<file path="config.mk">
export PLATFORM = sky130hd
export DESIGN_NAME = first_fit_block_allocator_core
export DESIGN_NICKNAME = d
export VERILOG_FILES = /design/src/design/ffba_pkg.sv /design/src/design/ffba_ram.sv /design/src/design/ffba_ctrl.sv /design/src/design/ffba_dpath.sv /design/src/design/first_fit_block_allocator_core.sv
export SDC_FILE = /design/constraint.sdc
export NUM_CORES = 2
export LEC_CHECK = 0
export BUFFER_PORTS_ARGS = -buffer_cell sky130_fd_sc_hd__buf_2
export CAP_MARGIN = 20
export CORE_MARGIN = 4
export CORE_UTILIZATION = 42
export DETAILED_ROUTE_END_ITERATION = 10
export GPL_ROUTABILITY_DRIVEN = 0
export PLACE_DENSITY = 0.67
export SLEW_MARGIN = 20
export SYNTH_ARGS = -nofsm -noshare
export SYNTH_HDL_FRONTEND = slang
export SYNTH_SLANG_ARGS = --single-unit
</file>
<file path="constraint.sdc">
create_clock -name i_clk -period 10.26 [get_ports i_clk]
set_clock_uncertainty 0.2 [all_clocks]
set_input_delay 1.026 -clock i_clk [delete_from_list [all_inputs] [get_ports i_clk]]
set_output_delay 1.026 -clock i_clk [all_outputs]
set_load 0.02 [all_outputs]
</file>
<file path="src/design/ffba_pkg.sv">
// Shared types and constants for the first-fit block allocator.
// Used by the controller, the datapath and the top level; no dependencies.
`timescale 1ns / 1ps

package ffba_pkg;

    localparam int HDR_BYTES   = 16;
    localparam int SPLIT_EXTRA = 16;

    // Result codes.
    localparam logic [2:0] ST_OK      = 3'd0;
    localparam logic [2:0] ST_ZERO    = 3'd1;
    localparam logic [2:0] ST_NOMEM   = 3'd2;
    localparam logic [2:0] ST_DOUBLE  = 3'd3;
    localparam logic [2:0] ST_INVALID = 3'd4;

    // Request modes.
    localparam logic [1:0] MODE_ALLOC = 2'd0;
    localparam logic [1:0] MODE_FREE  = 2'd1;
    localparam logic [1:0] MODE_QUERY = 2'd2;

    // Block tags.
    localparam logic [1:0] TAG_NEVER = 2'd0;
    localparam logic [1:0] TAG_ALLOC = 2'd1;
    localparam logic [1:0] TAG_FREED = 2'd2;

    // Datapath operations issued by the controller.
    localparam logic [3:0] OP_NOP       = 4'd0;
    localparam logic [3:0] OP_INIT      = 4'd1;
    localparam logic [3:0] OP_CAPTURE   = 4'd2;
    localparam logic [3:0] OP_FINISH    = 4'd3;
    localparam logic [3:0] OP_READ      = 4'd4;
    localparam logic [3:0] OP_NEXT      = 4'd5;
    localparam logic [3:0] OP_GRANT     = 4'd6;
    localparam logic [3:0] OP_SHIFT_WR  = 4'd7;
    localparam logic [3:0] OP_SHIFT_END = 4'd8;
    localparam logic [3:0] OP_QUERY     = 4'd9;
    localparam logic [3:0] OP_RELEASE   = 4'd10;
    localparam logic [3:0] OP_MLOAD     = 4'd11;
    localparam logic [3:0] OP_MSTEP     = 4'd12;
    localparam logic [3:0] OP_MEND      = 4'd13;
    localparam logic [3:0] OP_EMIT      = 4'd14;

    // One block table entry.
    typedef struct packed {
        logic [15:0] start;
        logic [15:0] size;
        logic        free;
        logic [1:0]  tag;
    } t_entry;

    localparam int ENTRY_W = $bits(t_entry);

    // Controller to datapath.
    typedef struct packed {
        logic [3:0] op;
        logic [2:0] code;
    } t_cmd;

    // Datapath to controller.
    typedef struct packed {
        logic is_alloc;
        logic is_fq;
        logic is_query;
        logic zero_req;
        logic is_null;
        logic idx_end;
        logic fit;
        logic split;
        logic match;
        logic tag_freed;
        logic tag_alloc;
        logic out_free;
    } t_sts;

endpackage

</file>
<file path="src/design/ffba_ram.sv">
// Generic single-write, single-read RAM with registered read data.
// No dependencies.
`timescale 1ns / 1ps

module ffba_ram #(
    parameter int WIDTH = 35,
    parameter int DEPTH = 64
) (
    input  logic                     i_clk,
    input  logic                     i_we,
    input  logic [$clog2(DEPTH)-1:0] i_waddr,
    input  logic [WIDTH-1:0]         i_wdata,
    input  logic                     i_re,
    input  logic [$clog2(DEPTH)-1:0] i_raddr,
    output logic [WIDTH-1:0]         o_rdata
);

    logic [WIDTH-1:0] r_mem [DEPTH];

    // Write port and registered read port.
    always_ff @(posedge i_clk) begin
        if (i_we) begin
            r_mem[i_waddr] <= i_wdata;
        end
        if (i_re) begin
            o_rdata <= r_mem[i_raddr];
        end
    end

endmodule

</file>
<file path="src/design/ffba_ctrl.sv">
// Controller state machine of the allocator: sequences table scans.
// Depends on ffba_pkg for the command and status structs.
`timescale 1ns / 1ps

module ffba_ctrl (
    input  logic           i_clk,
    input  logic           i_rst_n,
    input  logic           i_in_valid,
    output logic           o_in_ready,
    input  ffba_pkg::t_sts i_sts,
    output ffba_pkg::t_cmd o_cmd
);
    import ffba_pkg::*;

    localparam logic [3:0] S_INIT   = 4'd0;
    localparam logic [3:0] S_IDLE   = 4'd1;
    localparam logic [3:0] S_DECODE = 4'd2;
    localparam logic [3:0] S_A_RD   = 4'd3;
    localparam logic [3:0] S_A_CHK  = 4'd4;
    localparam logic [3:0] S_SH_RD  = 4'd5;
    localparam logic [3:0] S_SH_WR  = 4'd6;
    localparam logic [3:0] S_F_RD   = 4'd7;
    localparam logic [3:0] S_F_CHK  = 4'd8;
    localparam logic [3:0] S_M_RD0  = 4'd9;
    localparam logic [3:0] S_M_LD   = 4'd10;
    localparam logic [3:0] S_M_RD   = 4'd11;
    localparam logic [3:0] S_M_CHK  = 4'd12;
    localparam logic [3:0] S_DONE   = 4'd13;

    logic [3:0] r_state;
    logic [3:0] n_state;

    // Next state and command decode.
    always_comb begin
        n_state    = r_state;
        o_cmd.op   = OP_NOP;
        o_cmd.code = ST_OK;
        o_in_ready = 1'b0;
        case (r_state)
            S_INIT: begin
                o_cmd.op = OP_INIT;
                n_state  = S_IDLE;
            end
            S_IDLE: begin
                o_in_ready = 1'b1;
                if (i_in_valid) begin
                    o_cmd.op = OP_CAPTURE;
                    n_state  = S_DECODE;
                end
            end
            S_DECODE: begin
                if (i_sts.is_alloc) begin
                    if (i_sts.zero_req) begin
                        o_cmd.op   = OP_FINISH;
                        o_cmd.code = ST_ZERO;
                        n_state    = S_DONE;
                    end else begin
                        n_state = S_A_RD;
                    end
                end else if (i_sts.is_fq) begin
                    if (i_sts.is_null) begin
                        o_cmd.op   = OP_FINISH;
                        o_cmd.code = ST_ZERO;
                        n_state    = S_DONE;
                    end else begin
                        n_state = S_F_RD;
                    end
                end else begin
                    n_state = S_DONE;
                end
            end
            S_A_RD: begin
                if (i_sts.idx_end) begin
                    o_cmd.op   = OP_FINISH;
                    o_cmd.code = ST_NOMEM;
                    n_state    = S_DONE;
                end else begin
                    o_cmd.op = OP_READ;
                    n_state  = S_A_CHK;
                end
            end
            S_A_CHK: begin
                if (i_sts.fit) begin
                    o_cmd.op = OP_GRANT;
                    n_state  = i_sts.split ? S_SH_RD : S_DONE;
                end else begin
                    o_cmd.op = OP_NEXT;
                    n_state  = S_A_RD;
                end
            end
            S_SH_RD: begin
                if (i_sts.idx_end) begin
                    o_cmd.op = OP_SHIFT_END;
                    n_state  = S_DONE;
                end else begin
                    o_cmd.op = OP_READ;
                    n_state  = S_SH_WR;
                end
            end
            S_SH_WR: begin
                o_cmd.op = OP_SHIFT_WR;
                n_state  = S_SH_RD;
            end
            S_F_RD: begin
                if (i_sts.idx_end) begin
                    o_cmd.op   = OP_FINISH;
                    o_cmd.code = ST_INVALID;
                    n_state    = S_DONE;
                end else begin
                    o_cmd.op = OP_READ;
                    n_state  = S_F_CHK;
                end
            end
            S_F_CHK: begin
                if (!i_sts.match) begin
                    o_cmd.op = OP_NEXT;
                    n_state  = S_F_RD;
                end else if (i_sts.tag_freed) begin
                    o_cmd.op   = OP_FINISH;
                    o_cmd.code = ST_DOUBLE;
                    n_state    = S_DONE;
                end else if (!i_sts.tag_alloc) begin
                    o_cmd.op   = OP_FINISH;
                    o_cmd.code = ST_INVALID;
                    n_state    = S_DONE;
                end else if (i_sts.is_query) begin
                    o_cmd.op = OP_QUERY;
                    n_state  = S_DONE;
                end else begin
                    o_cmd.op = OP_RELEASE;
                    n_state  = S_M_RD0;
                end
            end
            S_M_RD0: begin
                o_cmd.op = OP_READ;
                n_state  = S_M_LD;
            end
            S_M_LD: begin
                o_cmd.op = OP_MLOAD;
                n_state  = S_M_RD;
            end
            S_M_RD: begin
                if (i_sts.idx_end) begin
                    o_cmd.op = OP_MEND;
                    n_state  = S_DONE;
                end else begin
                    o_cmd.op = OP_READ;
                    n_state  = S_M_CHK;
                end
            end
            S_M_CHK: begin
                o_cmd.op = OP_MSTEP;
                n_state  = S_M_RD;
            end
            S_DONE: begin
                if (i_sts.out_free) begin
                    o_cmd.op = OP_EMIT;
                    n_state  = S_IDLE;
                end
            end
            default: begin
                n_state = S_INIT;
            end
        endcase
    end

    // State register.
    always_ff @(posedge i_clk) begin
        if (!i_rst_n) begin
            r_state <= S_INIT;
        end else begin
            r_state <= n_state;
        end
    end

endmodule

</file>
<file path="src/design/ffba_dpath.sv">
// Datapath of the allocator: block table RAM, scan pointers and result registers.
// Depends on ffba_pkg and ffba_ram.
`timescale 1ns / 1ps

module ffba_dpath #(
    parameter int HEAP_BYTES = 65536,
    parameter int MAX_BLOCKS = 64
) (
    input  logic           i_clk,
    input  logic           i_rst_n,
    input  ffba_pkg::t_cmd i_cmd,
    output ffba_pkg::t_sts o_sts,
    input  logic [1:0]     i_mode,
    input  logic [15:0]    i_request_size,
    input  logic [15:0]    i_payload_offset,
    input  logic           i_null_pointer,
    output logic           o_out_valid,
    input  logic           i_out_ready,
    output logic [2:0]     o_status,
    output logic [15:0]    o_granted_offset,
    output logic [15:0]    o_block_bytes,
    output logic [31:0]    o_used_bytes
);
    import ffba_pkg::*;

    localparam int AW    = $clog2(MAX_BLOCKS);
    localparam int CW    = $clog2(MAX_BLOCKS + 1);
    localparam int MAXB  = MAX_BLOCKS;

    logic [1:0]    r_mode;
    logic [16:0]   r_req;
    logic [15:0]   r_ptr;
    logic          r_null;
    logic [CW-1:0] r_count;
    logic [CW-1:0] r_idx;
    logic [CW-1:0] r_wp;
    logic [CW-1:0] r_k;
    logic [31:0]   r_used;
    t_entry        r_acc;
    t_entry        r_carry;
    logic [2:0]    r_status;
    logic [15:0]   r_granted;
    logic [15:0]   r_bytes;

    logic          ram_we;
    logic [AW-1:0] ram_waddr;
    t_entry        ram_wdata;
    logic          ram_re;
    t_entry        rd;
    t_entry        rd_mod;
    logic          merge_ok;
    logic [16:0]   rd_payload;
    logic [16:0]   acc_end;
    logic [16:0]   req_rounded;

    ffba_ram #(
        .WIDTH(ENTRY_W),
        .DEPTH(MAX_BLOCKS)
    ) u_table (
        .i_clk  (i_clk),
        .i_we   (ram_we),
        .i_waddr(ram_waddr),
        .i_wdata(ram_wdata),
        .i_re   (ram_re),
        .i_raddr(r_idx[AW-1:0]),
        .o_rdata(rd)
    );

    // Entry as seen by the merge pass: the block being released reads as freed.
    always_comb begin
        rd_mod = rd;
        if (r_idx == r_k) begin
            rd_mod.free = 1'b1;
            rd_mod.tag  = TAG_FREED;
        end
    end

    assign rd_payload  = {1'b0, rd.start} + 17'(HDR_BYTES);
    assign acc_end     = {1'b0, r_acc.start} + 17'(HDR_BYTES) + {1'b0, r_acc.size};
    assign merge_ok    = r_acc.free && rd_mod.free && (acc_end == {1'b0, rd_mod.start});
    assign req_rounded = ({1'b0, i_request_size} + 17'd7) & ~17'd7;

    // Status toward the controller.
    always_comb begin
        o_sts.is_alloc  = (r_mode == MODE_ALLOC);
        o_sts.is_fq     = (r_mode == MODE_FREE) || (r_mode == MODE_QUERY);
        o_sts.is_query  = (r_mode == MODE_QUERY);
        o_sts.zero_req  = (r_req == 17'd0);
        o_sts.is_null   = r_null;
        o_sts.idx_end   = (r_idx == r_count);
        o_sts.fit       = rd.free && ({1'b0, rd.size} >= r_req);
        o_sts.split     = ({2'b0, rd.size} >= {1'b0, r_req} + 18'(HDR_BYTES + SPLIT_EXTRA))
                          && (r_count < CW'(MAXB));
        o_sts.match     = (rd_payload == {1'b0, r_ptr});
        o_sts.tag_freed = (rd.tag == TAG_FREED);
        o_sts.tag_alloc = (rd.tag == TAG_ALLOC);
        o_sts.out_free  = !o_out_valid || i_out_ready;
    end

    // Table write port.
    always_comb begin
        ram_we    = 1'b0;
        ram_waddr = r_idx[AW-1:0];
        ram_wdata = r_carry;
        ram_re    = (i_cmd.op == OP_READ);
        case (i_cmd.op)
            OP_INIT: begin
                ram_we          = 1'b1;
                ram_waddr       = '0;
                ram_wdata.start = '0;
                ram_wdata.size  = 16'(HEAP_BYTES - HDR_BYTES);
                ram_wdata.free  = 1'b1;
                ram_wdata.tag   = TAG_NEVER;
            end
            OP_GRANT: begin
                ram_we         = 1'b1;
                ram_wdata      = rd;
                ram_wdata.size = o_sts.split ? r_req[15:0] : rd.size;
                ram_wdata.free = 1'b0;
                ram_wdata.tag  = TAG_ALLOC;
            end
            OP_SHIFT_WR, OP_SHIFT_END: begin
                ram_we = 1'b1;
            end
            OP_MSTEP: begin
                ram_we    = !merge_ok;
                ram_waddr = r_wp[AW-1:0];
                ram_wdata = r_acc;
            end
            OP_MEND: begin
                ram_we    = 1'b1;
                ram_waddr = r_wp[AW-1:0];
                ram_wdata = r_acc;
            end
            default: begin
                ram_we = 1'b0;
            end
        endcase
    end

    // Control registers.
    always_ff @(posedge i_clk) begin
        if (!i_rst_n) begin
            r_count     <= CW'(1);
            r_used      <= '0;
            r_idx       <= '0;
            o_out_valid <= 1'b0;
        end else begin
            // A new result beat is only emitted once the output register is free.
            if (i_cmd.op == OP_EMIT) begin
                o_out_valid <= 1'b1;
            end else if (o_out_valid && i_out_ready) begin
                o_out_valid <= 1'b0;
            end
            case (i_cmd.op)
                OP_INIT: begin
                    r_count <= CW'(1);
                end
                OP_CAPTURE: begin
                    r_idx <= '0;
                end
                OP_NEXT, OP_SHIFT_WR: begin
                    r_idx <= r_idx + CW'(1);
                end
                OP_GRANT: begin
                    r_idx  <= r_idx + CW'(1);
                    r_used <= r_used + 32'(r_req) + 32'(HDR_BYTES);
                end
                OP_SHIFT_END: begin
                    r_count <= r_count + CW'(1);
                end
                OP_RELEASE: begin
                    r_idx  <= '0;
                    r_used <= r_used - 32'(rd.size) - 32'(HDR_BYTES);
                end
                OP_MLOAD: begin
                    r_idx <= CW'(1);
                end
                OP_MSTEP: begin
                    r_idx <= r_idx + CW'(1);
                end
                OP_MEND: begin
                    r_count <= r_wp + CW'(1);
                end
                default: begin
                    r_idx <= r_idx;
                end
            endcase
        end
    end

    // Payload registers.
    always_ff @(posedge i_clk) begin
        case (i_cmd.op)
            OP_CAPTURE: begin
                r_mode    <= i_mode;
                r_req     <= req_rounded;
                r_ptr     <= i_payload_offset;
                r_null    <= i_null_pointer;
                r_status  <= ST_OK;
                r_granted <= '0;
                r_bytes   <= '0;
            end
            OP_FINISH: begin
                r_status <= i_cmd.code;
            end
            OP_GRANT: begin
                r_granted     <= rd_payload[15:0];
                r_carry.start <= 16'(rd_payload + r_req);
                r_carry.size  <= 16'({1'b0, rd.size} - r_req - 17'(HDR_BYTES));
                r_carry.free  <= 1'b1;
                r_carry.tag   <= TAG_NEVER;
            end
            OP_SHIFT_WR: begin
                r_carry <= rd;
            end
            OP_QUERY: begin
                r_bytes <= rd.size;
            end
            OP_RELEASE: begin
                r_k <= r_idx;
            end
            OP_MLOAD: begin
                r_acc <= rd_mod;
                r_wp  <= '0;
            end
            OP_MSTEP: begin
                if (merge_ok) begin
                    r_acc.size <= r_acc.size + 16'(HDR_BYTES) + rd_mod.size;
                end else begin
                    r_acc <= rd_mod;
                    r_wp  <= r_wp + CW'(1);
                end
            end
            OP_EMIT: begin
                o_status         <= r_status;
                o_granted_offset <= r_granted;
                o_block_bytes    <= r_bytes;
                o_used_bytes     <= r_used;
            end
            default: begin
                r_mode <= r_mode;
            end
        endcase
    end

endmodule

</file>
<file path="src/design/first_fit_block_allocator_core.sv">
// Top level of the first-fit block allocator.
// Depends on ffba_pkg, ffba_ctrl and ffba_dpath.
`timescale 1ns / 1ps

// First-fit heap allocator with coalescing over a HEAP_BYTES region, holding an
// address-ordered table of up to MAX_BLOCKS blocks in one RAM. One request is
// handled at a time; each produces exactly one result beat. The registered read
// of the table RAM sets the pace: each visited entry is first read, then used.
// Allocate scans for the first fitting entry and takes it, then shifts the rest
// of the table up by one entry when the block is split. Free and size query scan
// for the block; free then adds a merge pass over the table. A scan may also run
// to the end of the table and find nothing. Each request also passes through
// capture and decode before its scan and an emit step after it, which waits while
// the receiver holds off the previous beat. After reset the block writes the
// initial table entry before it accepts requests.
module first_fit_block_allocator_core #(
    parameter int HEAP_BYTES = 65536,
    parameter int MAX_BLOCKS = 64
) (
    input  logic        i_clk,
    input  logic        i_rst_n,
    input  logic        i_in_valid,
    output logic        o_in_ready,
    input  logic [1:0]  i_mode,
    input  logic [15:0] i_request_size,
    input  logic [15:0] i_payload_offset,
    input  logic        i_null_pointer,
    output logic        o_out_valid,
    input  logic        i_out_ready,
    output logic [2:0]  o_status,
    output logic [15:0] o_granted_offset,
    output logic [15:0] o_block_bytes,
    output logic [31:0] o_used_bytes
);
    import ffba_pkg::*;

    t_cmd cmd;
    t_sts sts;

    // Sequencer.
    ffba_ctrl u_ctrl (
        .i_clk     (i_clk),
        .i_rst_n   (i_rst_n),
        .i_in_valid(i_in_valid),
        .o_in_ready(o_in_ready),
        .i_sts     (sts),
        .o_cmd     (cmd)
    );

    // Table, pointers and result registers.
    ffba_dpath #(
        .HEAP_BYTES(HEAP_BYTES),
        .MAX_BLOCKS(MAX_BLOCKS)
    ) u_dpath (
        .i_clk           (i_clk),
        .i_rst_n         (i_rst_n),
        .i_cmd           (cmd),
        .o_sts           (sts),
        .i_mode          (i_mode),
        .i_request_size  (i_request_size),
        .i_payload_offset(i_payload_offset),
        .i_null_pointer  (i_null_pointer),
        .o_out_valid     (o_out_valid),
        .i_out_ready     (i_out_ready),
        .o_status        (o_status),
        .o_granted_offset(o_granted_offset),
        .o_block_bytes   (o_block_bytes),
        .o_used_bytes    (o_used_bytes)
    );

endmodule

</file>
-- Word level (Yosys, flattened, before mapping)
Memory sizes are Yosys's and may differ from the RTL's. A register that Yosys moved wholly into a read port is not among the register bits.
Index checks and enable logic that the tools add are counted.
- bits of input ports: 39
- memories kept: 1
- register bits: 270
- bits in writable memories: 2240
- word-level logic and storage cells: 173
- equal/unequal tests: 38
- mux-type cells: 59
- reductions and logical operators: 29
- add/sub/neg operators: 17
- magnitude comparators: 3
- memories (name ; depth ; bits a word ; read ports ; clocked after Yosys merged registers in ; wr ports ; line ; RTL):
    u_dpath.u_table.r_mem ; 64 ; 35 ; 1 ; 1 ; 1 ; ffba_ram.sv:18 ; logic [WIDTH-1:0] r_mem [DEPTH];
- operators with widths (operator ; count):
    $pmux 35 s2 ; 2
    $pmux 35 s3 ; 1
    $pmux 4 s13 ; 2
    $mux 4 ; 16
    $pmux 16 s2 ; 2
    $pmux 32 s2 ; 1
    $eq 4x4->1 const B ; 13
    $mux 16 ; 3
    $pmux 7 s3 ; 2
    $add 16x5->17 const B ; 2
    $eq 17x16->1 ; 2
    $add 16x16->16 ; 2
    $add 32x17->32 ; 1
    $add 32x5->32 const B ; 1
    $eq 4x3->1 const B ; 8
    $sub 32x16->32 ; 1
    $sub 32x5->32 const B ; 1
    $mux 7 ; 4
    $mux 3 ; 9
    $add 7x1->7 const B ; 3
    $add 17x6->18 const B ; 1
    $ge 16x18->1 ; 1
    $add 16x3->17 const B ; 1
    $add 17x16->17 ; 1
    other kinds (31) ; 66

-- Logic depth before layout (Yosys ltp)
- depth after elaboration: 11
- gate-level depth with buffers: 15
- depth with buffers taken out: 15

-- By module
Synthesis repeated with hierarchy kept, for this count alone.
- cells, all modules: 5718
- area total of the unflattened synthesis: 105007.0 um2
- by module, submodules not included (module ; times used ; area each (um2) ; cells each ; sequential area each (um2)):
    ffba_ram ; 1 ; 86524.2 ; 3835 ; 68315.5
    ffba_dpath ; 1 ; 17765.8 ; 1784 ; 7517.2
    ffba_ctrl ; 1 ; 716.9 ; 99 ; 80.1

-- Least setup slack after synthesis
OpenSTA, ideal clock, no wires.
- path kind: register to register
- start: register u_dpath.u_table.o_rdata[23], read port of u_dpath.u_table.r_mem
- end: memory u_dpath.u_table.r_mem[48][0] (enable)
- arrival: 6968 ps
- setup time: 515 ps
- setup slack: 2577 ps
- clock period less this slack: 7683 ps
- required time: 9545 ps
- path buffers: 2
- stages on the path, launching flop included: 13
- path through: edfxtp_1 -> ha_1 -> xor2_1 -> nor4_1 -> nand4_1 -> or4b_1 -> or3_1 -> buf_6 -> o2111a_2 -> nor2_4 -> a211oi_4 -> buf_2 -> nor4_1
- longest elaborated chain between the ends: 9
- RTL lines (element ; line ; RTL):
    from (decl) ; ffba_ram.sv:15 ; output logic [WIDTH-1:0] o_rdata
    $add 16x5->17 * ; ffba_dpath.sv:78 ; assign rd_payload = {1'b0, rd.start} + 17'(HDR_BYTES);
    via u_dpath.rd_payload[5] ; ffba_dpath.sv:52 ; logic [16:0] rd_payload;
    $eq 17x16->1 * ; ffba_dpath.sv:94 ; o_sts.match = (rd_payload == {1'b0, r_ptr});
    $mux 4 * ; ffba_ctrl.sv:115 ; if (!i_sts.match) begin
    $pmux 4 s13 * ; ffba_ctrl.sv:39 ; case (r_state)
    $eq 4x1->1 (tied with other cells) ; ffba_dpath.sv:106 ; case (i_cmd.op)
    $reduce_or 5->1 (no line) ; -- ;
    $pmux 1 s2 ; ffba_dpath.sv:106 ;
    $mux 1 ; ffba_ram.sv:22 ; if (i_we) begin
    $mux 1 (not written as such) ; ffba_ram.sv:23 ; r_mem[i_waddr] <= i_wdata;
    to (decl) ; ffba_ram.sv:18 ;
The timed path passes the listed nets; every way through them passes the cells marked *.

-- Final worst setup path
- start: register u_dpath.u_table.o_rdata[23], read port of u_dpath.u_table.r_mem
- end: memory u_dpath.u_table.r_mem[30][29] (enable)
The elaborated chain is that of the path after synthesis.

==> results.toml <==
[power]
p_leak_nw = 37.54
p_per_area_mw_per_mm2 = 234.2
p_switching_w = 0.007996
fin_total_pwr_w = 0.02767
netSwitchingFraction_pct = 28.89
peakVddDrop_v = 0.0002308
seq_power_share_pct = 46.6
clkPwrFrac_pct = 32.0
combinationalPowerShare_pct = 21.4
p_int_w = 0.01968

[timing]
post-route-period-util_pct = 63.32
hold_viol = 0
max_slew_margin_pct = 27.36
maxSlewViolCount = 0
setup_viol_count_final = 0
worst_pin_slew_ns = 1.090
finalCriticalPeriod_ns = 6.497
rsz0062_at_grt = "false"
fmax_mhz = 153.9
fin_tns_setup_ns = 0

[critical_path]
end_kind = "register"
startpoint = "u_dpath.u_table.o_rdata[23]"
crit_arrival_ns = 6.82
reg2reg_from = "u_dpath.u_table.o_rdata[23]"
worstPathRequired_ns = 10.58
r2r_setup_slack_ns = 3.76
worst-path-max-fanout = 64
r2r_cells = 13
startpoint_type = "register"
worstSetupPathType = "register to register"
reg2reg_to = "u_dpath.u_table.r_mem[30][29]"
crit_end = "u_dpath.u_table.r_mem[30][29]"

[clocking]
clkTransAtPathRegs_ns = 0.07
postCtsSetupRepairBufs = 0
post_cts_resized = 0
hold_buffers = 0
cts.path.max_buffers = 3
cts_buffers = 241
cts_tree = "built"
cts_sinks = 2545
cts_root_buffer = "clkbuf_16"
h-tree-depth = 4
worstSkewPairLatency_ns = 0.89

[detailed_routing]
wl_mm = 285.8
antenna_left = 0
drcViolationCount = 0
drt_iter0_markers = 9152
wl_per_cell_um = 31.78
viasPerCell = 6.148
num_vias = 55292
drtPass1Iterations = 7

[final_layout]
fin_cells = 8993
drive_above_1_share_pct = 25.84
nets = 5713
fill_cells = 20045
area_growth_pct = 12.93
fin_area_mm2 = 0.1182

[yosys]
synth_ff_type = "edfxtp_1"
synth_warnings = 0
yosysMostFrequentCell = "edfxtp_1"
synth_commonest_cells = "edfxtp_1 (2494), mux4_2 (721), ha_1 (193)"
ys_seq_area_share_pct = 72.54
ys_types = 90
synthArstFlopShare_pct = 0
synth_area_leader_cell = "edfxtp_1"
avgSynthCellArea_um2 = 20.06
synth-edff-count = 2494
yosys-top-cells-area = "edfxtp_1 (72%), mux4_2 (16%), ha_1 (2.3%)"
synth_cells = 5217
yosys_register_bits = 2545
syn_area_mm2 = 0.1047
syn_nets = 5454
synth_top_area_share_pct = 71.56

[global_route]
antenna_found_initial = 33
grt_pass1_wl_mm = 405.2
grt_pass1_vias = 52069
grt_max_degree = 137
gr-usage-all-layers_pct = 21.97
grt-ovfl-total = 0

[die]
core_mm2 = 0.2468
die_h_um = 507.2
ios = 108
core.rowCount = 182
initial_utilization_pct = 42.39
die_w_um = 507.2
die_area_mm2 = 0.2572

[placement]
dp_hpwl_mm = 177.1
io_buffers = 107
placed_cells = 8545
placed_cell_area_mm2 = 0.1103

[hold_path]
hold_class = "primary input to register"

[job]
cap_violations = 0

[status]
outcome = "finished, final reports clean"
how the worst min path moves through the flow:
stage                          start                           end  slack (ns)  cells past startpoint
4_1_cts         i_payload_offset[10]             u_dpath.r_ptr[10]        0.10                      1
6_report        i_payload_offset[10]             u_dpath.r_ptr[10]        0.17                      1
3_3_place_gp   u_dpath.r_granted[10]  u_dpath.o_granted_offset[10]        0.20                      0
5_1_grt         i_payload_offset[14]             u_dpath.r_ptr[14]        0.11                      1
3_5_place_dp     u_dpath.r_bytes[12]     u_dpath.o_block_bytes[12]        0.20                      0
2_1_floorplan     u_dpath.r_bytes[0]      u_dpath.o_block_bytes[0]        0.20                      0
power groups by stage:
stage	Combinational (W)	Clock (W)	Sequential, W
CTS	0.00590	0.00899	0.0129
detailed placement	0.00588	0	0.0131
global route	0.00626	0.00946	0.0129
floorplan	0.00360	0	0.0130
global placement	0.00580	0	0.0131
finish	0.00593	0.00886	0.0129
placed cells by master, fill, tap and decap left out, drive strengths merged, types with 18 or more instances in the layout:
master / Yosys / routed
bufinv: 0 / 24
mux2i: 40 / 40
nand2: 187 / 187
nand3: 68 / 68
o21ai: 100 / 100
xor2: 51 / 51
xnor2: 97 / 97
nor2b: 18 / 18
clkinv: 2 / 112
clkbuf: 167 / 290
nand4: 22 / 22
a211oi: 20 / 20
a31oi: 39 / 39
mux4: 721 / 721
nor2: 108 / 108
inv: 170 / 178
o21a: 21 / 21
nor4: 61 / 61
and2: 23 / 23
buf: 91 / 274
nand2b: 33 / 33
a21o: 27 / 27
edfxtp: 2494 / 2494
nor3: 65 / 65
and3: 52 / 52
dfxtp: 51 / 51
a21oi: 92 / 92
ha: 193 / 193
a221oi: 19 / 19
critical path, stage by stage (launching register included):
cell and delay [ns]:
edfxtp_1 0.60, ha_1 0.43, xor2_1 0.16, nor4_1 0.37, nand4_1 0.15, or4b_1 0.64
or3_1 0.58, o2111a_2 0.49, nor2_4 0.15, buf_4 0.49, a211oi_4 0.10, buf_12 0.24
nor3_2 0.87, buf_4 0.54
stage by stage:
stage / hold slack [ns] / util, % / setup slack, ns
final: 0.1739 / 47.88 / 3.763
after detailed placement: 0.2045 / 44.68 / 3.620
after global routing: 0.1146 / 47.87 / 3.347
after CTS: 0.1028 / 47.87 / 3.603
after floorplan: 0.2003 / - / 2.577
after global placement: 0.2037 / 44.68 / 3.754
final cells by class:
cell class / count / area (um^2) / area share (%)
Tap cell: 3312 / 4144 / 3.506
Inverter: 172 / 655.6 / 0.5548
Timing Repair Buffer: 274 / 1864 / 1.578
Clock buffer: 290 / 6266 / 5.302
Multi-Input combinational cell: 2242 / 27720 / 23.45
Antenna cell: 4 / 10.01 / 0.008470
Sequential cell: 2545 / 75930 / 64.25
Clock inverter: 154 / 1597 / 1.351
registers in the layout (all words and copies together) (netlist names):
register,flops
u_dpath.r_status,3
u_dpath.o_granted_offset,16
u_ctrl.r_state,4
u_dpath.r_carry,35
u_dpath.r_used,32
u_dpath.r_wp,7
u_dpath.r_mode,2
u_dpath.r_ptr,16
u_dpath.r_req,14
u_dpath.o_status,3
u_dpath.r_idx,7
u_dpath.o_block_bytes,16
u_dpath.r_bytes,16
u_dpath.r_k,7
u_dpath.o_out_valid,1
u_dpath.u_table.r_mem,2240
u_dpath.u_table.o_rdata,35
u_dpath.r_null,1
u_dpath.r_acc,35
u_dpath.r_granted,16
u_dpath.r_count,7
u_dpath.o_used_bytes,32
per-layer routing:
| layer | wire length (um) | vias to the layer above | global-route usage, % |
|---|---|---|---|
| met5 | 10 | - | 0 |
| met4 | 8163 | 2 | 5.569 |
| met3 | 35830 | 366 | 5.224 |
| met2 | 122900 | 3558 | 30.87 |
| met1 | 118900 | 29241 | 34.46 |
| li1 | - | 22125 | - |
cell families after synthesis:
group | synth area share (%)
muxes | 15.99
AOI/OAI and AO/OA | 2.777
xor gates and xnor gates | 1.303
buffers and inverters | 1.595
DFF | 72.54
and+or+nand+nor | 3.397
adders and majority gates | 2.403
No activity file was read; power rests on OpenSTA's default activity.
